===== config.mk =====
export PLATFORM = sky130hd
export DESIGN_NAME = trrb_ctrl
export DESIGN_NICKNAME = d
export VERILOG_FILES = /design/src/rtl/core/trrb_pkg.sv /design/src/rtl/core/trrb_ctrl.sv
export SDC_FILE = /design/constraint.sdc
export NUM_CORES = 1
export LEC_CHECK = 0
export BUFFER_PORTS_ARGS = -buffer_cell sky130_fd_sc_hd__buf_4
export CORE_MARGIN = 5
export CORE_UTILIZATION = 40
export CTS_BUF_LIST = sky130_fd_sc_hd__clkbuf_16
export CTS_CLUSTER_DIAMETER = 80
export DETAILED_ROUTE_END_ITERATION = 10
export PLACE_DENSITY_LB_ADDON = 0.08
export SETUP_SLACK_MARGIN = 0.02
export SYNTH_ARGS = -nofsm -noshare
export SYNTH_HDL_FRONTEND = slang
export SYNTH_SLANG_ARGS = --single-unit

===== constraint.sdc =====
create_clock -name clk_i -period 9.2 [get_ports clk_i]
set_input_delay 0.92 -clock clk_i [delete_from_list [all_inputs] [get_ports clk_i]]
set_output_delay 0.92 -clock clk_i [all_outputs]
set_load 0.005 [all_outputs]

===== src/rtl/core/trrb_pkg.sv =====
package trrb_pkg;

  typedef enum logic [2:0] {
    OP_APPEND = 3'd0,
    OP_WRITE  = 3'd1,
    OP_SEEK   = 3'd2,
    OP_NEXT   = 3'd3,
    OP_READ   = 3'd4
  } op_e;

  typedef enum logic [1:0] {
    ST_OK    = 2'd0,
    ST_ORDER = 2'd1,
    ST_LONG  = 2'd2,
    ST_NONE  = 2'd3
  } status_e;

  typedef enum logic [3:0] {
    S_CLEAR,
    S_IDLE,
    S_DISP,
    S_EV_CHK,
    S_EV_UPD,
    S_LINK,
    S_PLACE,
    S_SK_ISS,
    S_SK_EVAL,
    S_NX_EVAL,
    S_NX_OUT,
    S_RD_EVAL,
    S_RD_OUT,
    S_DONE
  } state_e;

  typedef struct packed {
    logic [2:0]  operation;
    logic [63:0] stamp;
    logic [11:0] message_length;
    logic [7:0]  byte_value;
    logic [11:0] record_offset;
    logic [11:0] byte_index;
  } in_t;

  typedef struct packed {
    logic [1:0]  status;
    logic [11:0] found_offset;
    logic [63:0] found_stamp;
    logic [11:0] found_length;
    logic [7:0]  read_value;
  } out_t;

endpackage


===== src/rtl/core/trrb_ctrl.sv =====
module trrb_ctrl
  import trrb_pkg::*;
#(
  parameter int unsigned BUFFER_BYTES = 4096,
  parameter int unsigned HEADER_BYTES = 24
) (
  input  logic                            clk_i,
  input  logic                            rst_ni,
  input  logic                            in_valid_i,
  output logic                            in_ready_o,
  input  in_t                             in_i,
  output logic                            res_valid_o,
  input  logic                            res_ready_i,
  output out_t                            res_o,
  output logic                            hdr_we_o,
  output logic [$clog2(BUFFER_BYTES)-1:0] hdr_waddr_o,
  output logic [$clog2(BUFFER_BYTES)+76:0] hdr_wdata_o,
  output logic                            hdr_re_o,
  output logic [$clog2(BUFFER_BYTES)-1:0] hdr_raddr_o,
  input  logic [$clog2(BUFFER_BYTES)+76:0] hdr_rdata_i,
  output logic                            byte_we_o,
  output logic [$clog2(BUFFER_BYTES)-1:0] byte_waddr_o,
  output logic [7:0]                      byte_wdata_o,
  output logic                            byte_re_o,
  output logic [$clog2(BUFFER_BYTES)-1:0] byte_raddr_o,
  input  logic [7:0]                      byte_rdata_i
);

  localparam int unsigned AW = $clog2(BUFFER_BYTES);
  localparam int unsigned W  = AW + 1;
  localparam int unsigned PW = (AW + 2 > 14) ? AW + 2 : 14;
  localparam logic [PW-1:0] BB_P = PW'(BUFFER_BYTES);
  localparam logic [PW-1:0] HB_P = PW'(HEADER_BYTES);
  localparam logic [AW-1:0] CLR_LAST = AW'(BUFFER_BYTES - 1);

  state_e state_q, state_d;
  in_t    in_q, in_d;
  out_t   res_q, res_d;
  logic [W-1:0]  wp_q, wp_d;
  logic [AW-1:0] old_q, old_d, new_q, new_d, ptr_q, ptr_d, clr_q, clr_d;
  logic          old_v_q, old_v_d, new_v_q, new_v_d, ok_q, ok_d;
  logic [63:0]   new_stamp_q, new_stamp_d;
  logic [11:0]   new_len_q, new_len_d;

  // Fields of the header entry just read.
  logic [63:0]   r_stamp;
  logic [11:0]   r_len;
  logic [AW-1:0] r_next;
  logic          r_nv;

  logic [PW-1:0] len_p, idx_p, off_p, wp_p, total_p, bound_p, pos_wb, pos_rd, old_p;
  logic          order_bad, too_long, wraps, wb_bad, off_bad, evict_hit, rd_bad;

  assign r_stamp = hdr_rdata_i[AW+76:AW+13];
  assign r_len   = hdr_rdata_i[AW+12:AW+1];
  assign r_next  = hdr_rdata_i[AW:1];
  assign r_nv    = hdr_rdata_i[0];

  always_comb begin
    len_p     = PW'(in_q.message_length);
    idx_p     = PW'(in_q.byte_index);
    off_p     = PW'(in_q.record_offset);
    wp_p      = PW'(wp_q);
    old_p     = PW'(old_q);
    total_p   = HB_P + len_p;
    bound_p   = wp_p + total_p;
    pos_wb    = PW'(new_q) + HB_P + idx_p;
    pos_rd    = off_p + HB_P + idx_p;
    order_bad = new_v_q && (in_q.stamp < new_stamp_q);
    too_long  = total_p > BB_P;
    wraps     = bound_p > BB_P;
    wb_bad    = !new_v_q || (in_q.byte_index >= new_len_q) || (pos_wb >= BB_P);
    off_bad   = off_p >= BB_P;
    evict_hit = old_v_q && (old_p >= wp_p) && (old_p < bound_p);
    rd_bad    = (in_q.byte_index >= r_len) || (pos_rd >= BB_P);
  end

  // Next state.
  always_comb begin
    state_d = state_q;
    case (state_q)
      S_CLEAR: begin
        if (clr_q == CLR_LAST) state_d = S_IDLE;
      end
      S_IDLE: begin
        if (in_valid_i) state_d = S_DISP;
      end
      S_DISP: begin
        case (in_q.operation)
          OP_APPEND: state_d = (order_bad || too_long) ? S_DONE : S_EV_CHK;
          OP_SEEK:   state_d = S_SK_ISS;
          OP_NEXT:   state_d = off_bad ? S_DONE : S_NX_EVAL;
          OP_READ:   state_d = off_bad ? S_DONE : S_RD_EVAL;
          default:   state_d = S_DONE;
        endcase
      end
      S_EV_CHK:  state_d = evict_hit ? S_EV_UPD : S_LINK;
      S_EV_UPD:  state_d = S_EV_CHK;
      S_LINK:    state_d = S_PLACE;
      S_PLACE:   state_d = S_DONE;
      S_SK_ISS:  state_d = ok_q ? S_SK_EVAL : S_DONE;
      S_SK_EVAL: state_d = (r_stamp < in_q.stamp) ? S_SK_ISS : S_DONE;
      S_NX_EVAL: state_d = r_nv ? S_NX_OUT : S_DONE;
      S_NX_OUT:  state_d = S_DONE;
      S_RD_EVAL: state_d = rd_bad ? S_DONE : S_RD_OUT;
      S_RD_OUT:  state_d = S_DONE;
      S_DONE: begin
        if (res_ready_i) state_d = S_IDLE;
      end
      default:   state_d = S_IDLE;
    endcase
  end

  // Handshake and memory controls.
  always_comb begin
    in_ready_o   = state_q == S_IDLE;
    res_valid_o  = state_q == S_DONE;
    hdr_we_o     = 1'b0;
    hdr_waddr_o  = clr_q;
    hdr_wdata_o  = '0;
    hdr_re_o     = 1'b0;
    hdr_raddr_o  = off_p[AW-1:0];
    byte_we_o    = 1'b0;
    byte_waddr_o = pos_wb[AW-1:0];
    byte_wdata_o = in_q.byte_value;
    byte_re_o    = 1'b0;
    byte_raddr_o = pos_rd[AW-1:0];
    case (state_q)
      S_CLEAR: hdr_we_o = 1'b1;
      S_DISP: begin
        hdr_re_o  = ((in_q.operation == OP_NEXT) || (in_q.operation == OP_READ)) && !off_bad;
        byte_we_o = (in_q.operation == OP_WRITE) && !wb_bad;
      end
      S_EV_CHK: begin
        hdr_re_o    = evict_hit;
        hdr_raddr_o = old_q;
      end
      S_LINK: begin
        hdr_we_o    = new_v_q;
        hdr_waddr_o = new_q;
        hdr_wdata_o = {new_stamp_q, new_len_q, wp_q[AW-1:0], 1'b1};
      end
      S_PLACE: begin
        hdr_we_o    = 1'b1;
        hdr_waddr_o = wp_q[AW-1:0];
        hdr_wdata_o = {in_q.stamp, in_q.message_length, {AW{1'b0}}, 1'b0};
      end
      S_SK_ISS: begin
        hdr_re_o    = ok_q;
        hdr_raddr_o = ptr_q;
      end
      S_NX_EVAL: begin
        hdr_re_o    = r_nv;
        hdr_raddr_o = r_next;
      end
      S_RD_EVAL: byte_re_o = !rd_bad;
      default: ;
    endcase
  end

  // Datapath register updates.
  always_comb begin
    in_d        = in_q;
    res_d       = res_q;
    wp_d        = wp_q;
    old_d       = old_q;
    old_v_d     = old_v_q;
    new_d       = new_q;
    new_v_d     = new_v_q;
    new_stamp_d = new_stamp_q;
    new_len_d   = new_len_q;
    ptr_d       = ptr_q;
    ok_d        = ok_q;
    clr_d       = clr_q;
    case (state_q)
      S_CLEAR: clr_d = clr_q + 1'b1;
      S_IDLE: begin
        if (in_valid_i) in_d = in_i;
      end
      S_DISP: begin
        res_d        = '0;
        res_d.status = ST_NONE;
        case (in_q.operation)
          OP_APPEND: begin
            if (order_bad) begin
              res_d.status = ST_ORDER;
            end else if (too_long) begin
              res_d.status = ST_LONG;
            end else if (wraps) begin
              // The record does not fit at the end: restart at the bottom.
              wp_d    = '0;
              old_d   = '0;
              old_v_d = 1'b1;
            end
          end
          OP_WRITE: begin
            if (!wb_bad) begin
              res_d.status       = ST_OK;
              res_d.found_offset = 12'(new_q);
            end
          end
          OP_SEEK: begin
            ptr_d = old_q;
            ok_d  = old_v_q;
          end
          default: ;
        endcase
      end
      S_EV_UPD: begin
        old_v_d = r_nv;
        old_d   = r_nv ? r_next : '0;
      end
      S_PLACE: begin
        new_d        = wp_q[AW-1:0];
        new_v_d      = 1'b1;
        new_stamp_d  = in_q.stamp;
        new_len_d    = in_q.message_length;
        wp_d         = W'(bound_p);
        if (!old_v_q) begin
          old_d   = wp_q[AW-1:0];
          old_v_d = 1'b1;
        end
        res_d.status       = ST_OK;
        res_d.found_offset = 12'(wp_q);
      end
      S_SK_EVAL: begin
        if (r_stamp < in_q.stamp) begin
          ok_d  = r_nv;
          ptr_d = r_nv ? r_next : '0;
        end else begin
          res_d.status       = ST_OK;
          res_d.found_offset = 12'(ptr_q);
          res_d.found_stamp  = r_stamp;
          res_d.found_length = r_len;
        end
      end
      S_NX_EVAL: ptr_d = r_next;
      S_NX_OUT: begin
        res_d.status       = ST_OK;
        res_d.found_offset = 12'(ptr_q);
        res_d.found_stamp  = r_stamp;
        res_d.found_length = r_len;
      end
      S_RD_OUT: begin
        res_d.status     = ST_OK;
        res_d.read_value = byte_rdata_i;
      end
      default: ;
    endcase
  end

  always_ff @(posedge clk_i or negedge rst_ni) begin
    if (!rst_ni) begin
      state_q <= S_CLEAR;
      wp_q    <= '0;
      old_q   <= '0;
      old_v_q <= 1'b0;
      new_q   <= '0;
      new_v_q <= 1'b0;
      ptr_q   <= '0;
      ok_q    <= 1'b0;
      clr_q   <= '0;
    end else begin
      state_q <= state_d;
      wp_q    <= wp_d;
      old_q   <= old_d;
      old_v_q <= old_v_d;
      new_q   <= new_d;
      new_v_q <= new_v_d;
      ptr_q   <= ptr_d;
      ok_q    <= ok_d;
      clr_q   <= clr_d;
    end
  end

  always_ff @(posedge clk_i) begin
    in_q        <= in_d;
    res_q       <= res_d;
    new_stamp_q <= new_stamp_d;
    new_len_q   <= new_len_d;
  end

  assign res_o = res_q;

endmodule


==> flow_metrics.py, run 1 <==
metrics = {
    "worst_setup_path": {
        "required_ps": 8280,
        "critical_path.startpoint_type": "flip-flop",
        "cp-end-kind": "primary output",
        "crit_fanout": 4,
        "worstSetupPathType": "reg2out",
        "worstRegToRegCells": 14,
        "worstPathArrival_ps": 5080,
    },
    "global_route": {
        "grt_pass1_wl_mm": 97.9,
        "track_usage": 0.227,
        "grt_pass1_vias": 16200,
        "grt_max_degree": 69,
        "overflow": 0,
        "antenna_found_initial": 4,
    },
    "clocking": {
        "cts_buffers": 43,
        "cts_setup_buffers": 0,
        "cts_resized": 0,
        "clock_path_buffers": 3,
        "htreeDepth": 2,
        "holdBufCountCts": 0,
        "cts_root_buf": "clkbuf_16",
        "cts.sinks": 353,
        "cts.clk_slew.worst_paths_ps": 60,
        "clk_latency_ps": 560,
        "cts_tree": "built",
    },
    "drt": {
        "remaining_drc_errors": 0,
        "vias_per_cell": 5.29,
        "first_pass_iters": 10,
        "topRoutingLayerUsed": "met5",
        "wire_per_inst_um": 21.8,
        "ant_nets": 0,
        "vias": 15800,
        "drt_iter0_markers": 1002,
        "wl_mm": 65.1,
        "m1WireLength_mm": 27.0,
        "met2_length_mm": 31.9,
        "met3_length_mm": 4.47,
    },
    "power_and_ir_drop": {
        "irDropWorstVdd_mv": 0.159,
        "p_per_area_nw_per_um2": 275,
        "power.leakage_uw": 0.0118,
    },
    "timing": {
        "min_period_over_period": 0.653,
        "fin_tns_setup_ps": 0,
        "worst_hold_slack_ps": 482,
        "max_freq_ghz": 0.167,
        "rsz0062_at_grt": "no",
        "setup_violations": 0,
        "slew_violations": 0,
        "min_period_ps": 6000,
        "worst_slew_pin_slew_ps": 1300,
        "skew_ps": 24.6,
        "hold_viol": 0,
        "fin_ws_ps": 3200,
        "slew_headroom": 0.134,
    },
    "synth": {
        "synth_edf_count": 285,
        "synth_top_area_cell": "edfxtp_1",
        "async_flop_share": 0.193,
        "netlist_instances": 1833,
        "synth.yosys.seq_area_share": 0.507,
        "synth_top_area_frac": 0.423,
        "avgSynthCellArea_um2": 11.0,
        "synthDistinctLibCells": 80,
        "syn_nets": 2281,
        "ys_ff_latch": 353,
        "synth_ff_type": "edfxtp_1",
        "synthTopCellsByArea": "edfxtp_1 (42%), ha_1 (14%), dfrtp_1 (8.4%), inv_1 (4.1%), o21ai_0 (2.8%)",
        "synth_warnings": 0,
        "syn-cell-area_um2": 20200,
    },
    "die": {
        "coreArea_um2": 50100,
        "dieHeight_um": 235,
        "rows": 82,
        "ios": 461,
        "die-area_um2": 55200,
        "fp.dieW_um": 235,
        "initial_core_util": 0.404,
    },
    "finish": {
        "layout.nets": 2733,
        "syn2layout_area_growth_pct": 27.4,
        "drive_gt1_frac": 0.241,
        "area.sequential_um2": 10300,
        "final_cells": 2992,
        "multi_input_area_um2": 8890,
        "layout_common_cells": "buf_4 (472), edfxtp_1 (285), ha_1 (233)",
        "fillers": 4602,
        "final_common_cell": "buf_4",
    },
    "placement": {
        "gp_congestion": 0.898,
        "dpl.hpwl_mm": 50.3,
        "dpl_worst_slack_ps": 3830,
        "dp.cells": 2912,
        "portBuffers": 460,
    },
    "job": {
        "maxCapViolCount": 0,
    },
    "run_status": {
        "status": "complete, no violations",
    },
    "worst_hold_path": {
        "hold_class": "in2async",
    },
}
-- area by class of cell --
| type | instances | area share |
|---|---|---|
| multi-input cells | 1196 | 0.345 |
| clock buffers | 45 | 0.0437 |
| diodes | 3 | 0.000291 |
| flip-flops and latches | 353 | 0.398 |
| repair buffers | 472 | 0.137 |
| inverters | 219 | 0.0320 |
| clock inverters | 32 | 0.0110 |
| well taps | 672 | 0.0326 |
-- synth_stat cells (all sizes together), types with 13 or more instances --
cell and count:
edfxtp 285, ha 233, inv 219, nand2 148, o21ai 118, a21oi 91
and2 86, nor2 74, dfrtp 68, clkbuf 52, a21o 45, nand4 33
nor3 33, a22o 29, nand3 28, a221o 26, xnor2 24, xor2 17
nand2b 15, mux2 14, mux2i 14, buf 13
-- cells by family (layout without fill, tap and decap cells) --
kind of cell             Yosys count  count (layout)  share of synthesized area
adder cells (fa/ha/maj)          236             236                      0.147
multiplexers                      28              28                     0.0147
XOR/XNOR                          41              41                     0.0178
flip-flops                       353             353                      0.507
AND/OR/NAND/NOR                  470             470                      0.116
buffers and inverters            284             768                     0.0548
other                              0               3                          0
AO/OA/AOI/OAI                    421             421                      0.142
-- flip-flops by register name, indices dropped and copies added (netlist names) --
register	count
old_v_q	1
new_q	12
wp_q	13
idx_p	12
old_q	12
ok_q	1
new_len_q	12
new_stamp_q	64
byte_wdata_o	8
res_o	98
new_v_q	1
clr_q	12
in_q	91
ptr_q	12
state_q	4
-- layer usage --
metal / global-route usage / vias up
li1: - / 7579
met3: 0.0570 / 98
met5: 0 / -
met1: 0.287 / 7639
met2: 0.387 / 501
met4: 0.0646 / 2
-- final timing paths --
kind / start / to / slack [ps]
min reg2reg: in_q[48] / new_stamp_q[4] / 490
min: rst_ni / clr_q[0] / 480
max reg2reg: in_q[33] / state_q[0] / 4600
min in group clk_i: in_q[48] / new_stamp_q[4] / 490
max: in_q[33] / hdr_re_o / 3200
max in group asynchronous: rst_ni / wp_q[2] / 8060
-- metrics by stage --
| step | util | total power (µW) | instance area (µm²) |
|---|---|---|---|
| finish | 0.515 | 7080 | 25800 |
| global route | 0.515 | 7540 | 25800 |
| CTS | 0.515 | 7150 | 25800 |
| detailed placement | 0.486 | 5410 | 24400 |
| global placement | 0.486 | 5350 | 24400 |
| floorplan | - | 4070 | 20200 |
-- power by group --
group	leakage (µW)	internal [µW]	total, µW	switching (µW)
sequential	0.00352	2150	2450	302
clock	0.000714	1020	1710	688
combinational	0.00761	1270	2920	1650
total	0.0118	4440	7080	2640
-- worst max-delay path: stages, from the launching register on --
cell and delay (ps):
edfxtp_1 450, ha_1 320, a211oi_1 400, o21bai_1 130
a21oi_1 210, xor2_1 290, ha_1 330, a21o_1 200
a21o_1 180, o311ai_0 440, a21oi_1 130, o221a_2 270
a2111oi_0 670, o21ai_0 190, nand2_1 190, buf_4 140
(Power assumes the default switching activity.)
==> inputs of run 2 (changes only) <==
Clock period 9.2 ns to 5.7 ns, I/O delays scaled along.
==> run 2 against run 1 <==
Compared with the run above:
- via count rose by 0.44%
- die area did not move
- combinational power grew 62%
- sequential cell count unchanged
- total power up 58%
- sequential power up 63%
- largest cell class unchanged
==> flow_metrics.py, run 2 (synthesis gave the netlist of run 1 again) <==
metrics = {
    "timing": {
        "slew_violations": 0,
        "min_period_ps": 5310,
        "rsz0062_at_grt": "no",
        "min_period_over_period": 0.932,
        "worst_slew_pin_slew_ps": 1170,
        "fin_tns_setup_ps": 0,
        "max_freq_ghz": 0.188,
        "setup_violations": 0,
        "slew_headroom": 0.213,
        "skew_ps": 15.2,
        "hold_viol": 0,
    },
    "drt": {
        "vias": 15900,
        "vias_per_cell": 5.33,
        "ant_nets": 0,
        "wl_mm": 65.0,
        "first_pass_iters": 6,
        "wire_per_inst_um": 21.8,
        "drt_iter0_markers": 1183,
        "remaining_drc_errors": 0,
    },
    "worst_setup_path": {
        "rrSetupSlack_ps": 1130,
        "rr_startpoint": "in_q[101]",
        "cp_top_family": "compound AO/OA/AOI/OAI gates",
        "cp-startpoint": "wp_q[0]",
        "cp-end-kind": "primary output",
        "crit_fanout": 5,
        "worstSetupPathType": "reg2out",
        "required_ps": 5130,
        "path_cells": "ha_1, inv_1, fa_1, nor2b_1, o31a_1, mux2i_1, a2111oi_2, ha_1, a21o_1, o311ai_0, a21oi_1, o221a_2, a2111oi_4, o21ai_0, nand2_1, buf_4",
        "worst_path_max_delay_cell": "dfrtp_1",
        "critPathBufInv": 2,
        "cp_common_cell": "ha_1",
        "worstPathArrival_ps": 4740,
        "critical_path.startpoint_type": "flip-flop",
        "slowest_delay_ps": 450,
    },
    "clocking": {
        "clock_path_buffers": 3,
        "clk_latency_ps": 560,
        "cts_buffers": 42,
        "htreeDepth": 2,
        "cts_tree": "built",
        "cts_root_buf": "clkbuf_16",
        "cts.sinks": 353,
        "cts.clk_slew.worst_paths_ps": 60,
        "cts_setup_buffers": 0,
    },
    "finish": {
        "final_common_cell": "buf_4",
        "drive_gt1_frac": 0.237,
        "layout_common_cells": "buf_4 (470), edfxtp_1 (285), ha_1 (233)",
        "diodes": 0,
        "syn2layout_area_growth_pct": 26.8,
        "layout.nets": 2732,
        "fillers": 4650,
        "largest_reg_flops": 98,
    },
    "global_route": {
        "grt_pass1_wl_mm": 98.6,
        "track_usage": 0.227,
        "overflow": 0,
        "grt_pass1_vias": 16200,
        "antenna_found_initial": 2,
        "grt_max_degree": 92,
    },
    "power_and_ir_drop": {
        "p_per_area_nw_per_um2": 436,
        "p_total_uw": 11200,
        "irDropWorstVdd_mv": 0.263,
        "power.leakage_uw": 0.0118,
    },
    "die": {
        "die-area_um2": 55200,
        "initial_core_util": 0.404,
        "fp.dieW_um": 235,
        "ios": 461,
        "rows": 82,
        "coreArea_um2": 50100,
        "dieHeight_um": 235,
    },
    "run_status": {
        "status": "complete, no violations",
    },
    "placement": {
        "dpl.hpwl_mm": 50.2,
        "portBuffers": 460,
        "gp_congestion": 0.887,
    },
    "worst_hold_path": {
        "hold_class": "in2async",
    },
    "job": {
        "maxCapViolCount": 0,
    },
}
run 2: changes by cell type in the layout (fill, tap and decap cells not counted), sizes merged:
cell,previous run,this run
clkinvlp,3,0
clkinv,16,7
bufinv,5,1
inv,227,237
diode,3,0
clkbuf,45,44
run 2: layout make-up:
class / count / area, µm² / share of cell area
clock buffers: 44 / 1100 / 0.0429
clock inverters: 26 / 136 / 0.00532
inverters: 219 / 825 / 0.0322
multi-input cells: 1196 / 8910 / 0.348
flip-flops and latches: 353 / 10300 / 0.400
well taps: 672 / 841 / 0.0328
repair buffers: 472 / 3570 / 0.139
run 2: worst reg2reg max path, stage by stage (launching register included):
cell and delay, ps:
edfxtp_1 360, inv_1 70, ha_1 300, nand4_1 230, nor4_1 640, nand2_1 220, nor4_1 490, o211ai_1 160
o32ai_1 500, or2_1 270, a21oi_1 140, nor3_4 160, buf_4 570
run 2: per-stage QoR:
stage,instance area (µm²),setup WS (ps),hold slack [ps],cells,util
2_1_floorplan,20200,1050,274,1833,-
3_3_place_gp,24400,536,467,2912,0.487
3_5_place_dp,24400,483,472,2912,0.487
4_1_cts,25600,48.5,141,2982,0.512
5_1_grt,25600,50.4,155,2982,0.512
6_report,25600,387,150,2982,0.512
run 2: layer usage:
| layer | part of all wire | vias up | wire length [µm] | track usage |
|---|---|---|---|---|
| met1 | 0.44 | 7718 | 28300 | 0.298 |
| met4 | 0.022 | 4 | 1430 | 0.0559 |
| met5 | 0.00051 | - | 33 | 0 |
| met2 | 0.48 | 490 | 31200 | 0.385 |
| met3 | 0.062 | 87 | 4010 | 0.0481 |
| li1 | - | 7589 | - | - |
run 2: timing repair:
action                                  CTS  global route
hold buffers                              0             0
resized for setup                         1             2
pin swaps                                 0             0
endpoints found under the setup margin    1             1
run 2: path summary, 6_finish.rpt:
path | endpoint | cells past startpoint
setup / recovery | hdr_re_o | 16
hold / removal | clr_q[9] | 1
setup reg to reg | res_o[60] | 12
hold reg to reg | new_stamp_q[57] | 0
max in group asynchronous | wp_q[5] | 1
min in group clk_i | in_q[47] | 1
run 2: report_power, final:
| part | internal, µW | total [µW] | leakage (µW) | switching [µW] |
|---|---|---|---|---|
| registers | 3470 | 3990 | 0.00352 | 524 |
| logic | 2060 | 4720 | 0.00762 | 2650 |
| clock network | 1420 | 2480 | 0.000664 | 1060 |
| total | 6950 | 11200 | 0.0118 | 4230 |
==> inputs of run 3 (changes only) <==
Settings changed: SLEW_MARGIN set to 25.
Clock period 5.7 ns to 5.3 ns, I/O delays scaled along.
==> run 3 against run 2 <==
Compared with the run above:
- the run now ends with hold timing left
- sequential share of layout area down 0.48 points
- sequential cell count unchanged
- clock power up 19%
- routed wire length up 0.74%
- cell count up 0.74%
- hold slack worse by 160 ps
- register-to-register slack worse by 310 ps
- critical path depth up 1
- first-iteration DRC count up 6.3%
- design area up 1.2%
- die area unchanged
- via count up 0.41%
- critical path type unchanged
==> flow_metrics.py, run 3 (synthesis gave the netlist of run 1 again) <==
metrics = {
    "worst_setup_path": {
        "worstSetupPathType": "reg2out",
        "cp_common_cell": "buf_4",
        "crit_fanout": 6,
        "cp-startpoint": "in_q[35]",
        "slowest_delay_ps": 430,
        "required_ps": 4770,
        "worst_path_max_delay_cell": "ha_1",
        "critical_path.startpoint_type": "flip-flop",
        "rrSetupSlack_ps": 820,
        "path_cells": "buf_4, o21ai_0, xnor2_1, ha_1, nand2b_1, mux2i_2, a2111oi_4, ha_1, and4_1, o311ai_2, a21oi_1, o221a_2, a2111oi_4, buf_4, o21ai_0, nand2_1, buf_4",
        "rr_startpoint": "in_q[101]",
        "worstPathArrival_ps": 4510,
        "cp-end-kind": "primary output",
    },
    "global_route": {
        "antenna_found_initial": 2,
        "overflow": 0,
        "grt_pass1_vias": 16300,
        "track_usage": 0.229,
        "grt_pass1_wl_mm": 99.1,
        "grt_max_degree": 91,
    },
    "power_and_ir_drop": {
        "p_sw_frac": 0.375,
        "p_int_uw": 7780,
        "clkPwrFrac": 0.238,
        "comb_power_share": 0.417,
        "p_sw_uw": 4670,
        "p_per_area_nw_per_um2": 479,
        "power.leakage_uw": 0.0119,
        "seqPwrFrac": 0.345,
        "irDropWorstVdd_mv": 0.264,
    },
    "clocking": {
        "cts_buffers": 43,
        "clock_path_buffers": 3,
        "cts.sinks": 353,
        "htreeDepth": 2,
        "cts.clk_slew.worst_paths_ps": 60,
        "cts_root_buf": "clkbuf_16",
        "clk_latency_ps": 580,
        "cts_tree": "built",
    },
    "finish": {
        "layout.nets": 2743,
        "final_cell_area_um2": 26000,
        "layout_common_cells": "buf_4 (480), edfxtp_1 (285), ha_1 (231)",
        "largest_reg_flops": 98,
        "final_common_cell": "buf_4",
        "fillers": 4563,
        "multi_input_area_um2": 8990,
        "area.sequential_um2": 10300,
        "drive_gt1_frac": 0.248,
        "final_cells": 3004,
        "syn2layout_area_growth_pct": 28.4,
    },
    "drt": {
        "wire_per_inst_um": 21.8,
        "first_pass_iters": 8,
        "drt_iter0_markers": 1257,
        "remaining_drc_errors": 0,
        "wl_mm": 65.5,
        "vias_per_cell": 5.31,
        "ant_nets": 0,
        "vias": 16000,
    },
    "placement": {
        "dpl_worst_slack_ps": 397,
        "gp_congestion": 0.888,
        "place_area_um2": 24400,
        "dpl.hpwl_mm": 50.5,
        "dp.cells": 2917,
        "portBuffers": 460,
    },
    "timing": {
        "fin_ws_ps": 262,
        "setup_violations": 0,
        "hold_viol": 15,
        "slew_headroom": 0.295,
        "skew_ps": 26.2,
        "max_freq_ghz": 0.198,
        "min_period_over_period": 0.951,
        "slew_violations": 0,
        "min_period_ps": 5040,
        "fin_tns_setup_ps": 0,
        "worst_hold_slack_ps": -5.32,
        "rsz0062_at_grt": "no",
        "worst_slew_pin_slew_ps": 1050,
    },
    "die": {
        "die-area_um2": 55200,
        "fp.dieW_um": 235,
        "initial_core_util": 0.404,
        "ios": 461,
        "rows": 82,
        "dieHeight_um": 235,
        "coreArea_um2": 50100,
    },
    "worst_hold_path": {
        "hold_class": "in2async",
    },
    "run_status": {
        "violations": "hold timing",
        "status": "finished with violations",
    },
    "job": {
        "maxCapViolCount": 0,
    },
}
[run 3: repair_timing]
action,4_1_cts,5_1_grt
endpoints found under the setup margin,1,1
setup buffers,0,5
hold buffers,0,0
resized for setup,4,13
endpoints found under the hold margin,0,0
pin swaps,0,8
[run 3: final timing paths]
kind                                   end  cells after the start
min                               wp_q[11]                      1
max in group asynchronous         old_q[6]                      1
min in group clk_i                in_q[83]                      1
max reg2reg                      res_o[73]                     12
max                               hdr_re_o                     17
min reg2reg                new_stamp_q[54]                      0
[run 3: metal layers]
metal  part of all wire  vias up  track usage
li1                   -     7613            -
met1               0.43     7681        0.301
met2               0.47      550        0.377
met3              0.068      109       0.0525
met4              0.029        0       0.0720
met5                  0        -            0
[run 3: layout make-up]
class / instances / share of cell area
sequential: 353 / 0.395
clock inverter: 36 / 0.0116
clock buffer: 44 / 0.0424
multi-input combinational: 1196 / 0.346
tap: 672 / 0.0324
timing repair buffer: 482 / 0.140
antenna: 2 / 0.000193
inverter: 219 / 0.0318
[run 3: stage by stage]
stage                     power [µW]  hold slack, ps   util
after global placement          9350             466  0.488
final                          12400           -5.32  0.518
after detailed placement        9410             474  0.488
after floorplan                 7060             234      -
after CTS                      12500            79.8  0.516
after global routing           13200            18.4  0.518
[run 3: critical path, delay by kind of cell, from the launching register on]
| kind | cells | cell delay (ps) |
|---|---|---|
| compound gates | 7 | 1550 |
| fa+ha+maj | 2 | 760 |
| simple gates | 3 | 540 |
| mux | 1 | 90 |
| flops | 1 | 400 |
| xor+xnor | 1 | 140 |
| buf+inv | 3 | 460 |
[run 3: power by group through the flow]
stage / Sequential (µW) / Clock (µW) / Combinational [µW]
after detailed placement: 4330 / 0 / 5080
after global routing: 4360 / 3150 / 5710
after CTS: 4280 / 3040 / 5130
after floorplan: 4110 / 0 / 2950
after global placement: 4320 / 0 / 5020
final: 4300 / 2960 / 5190
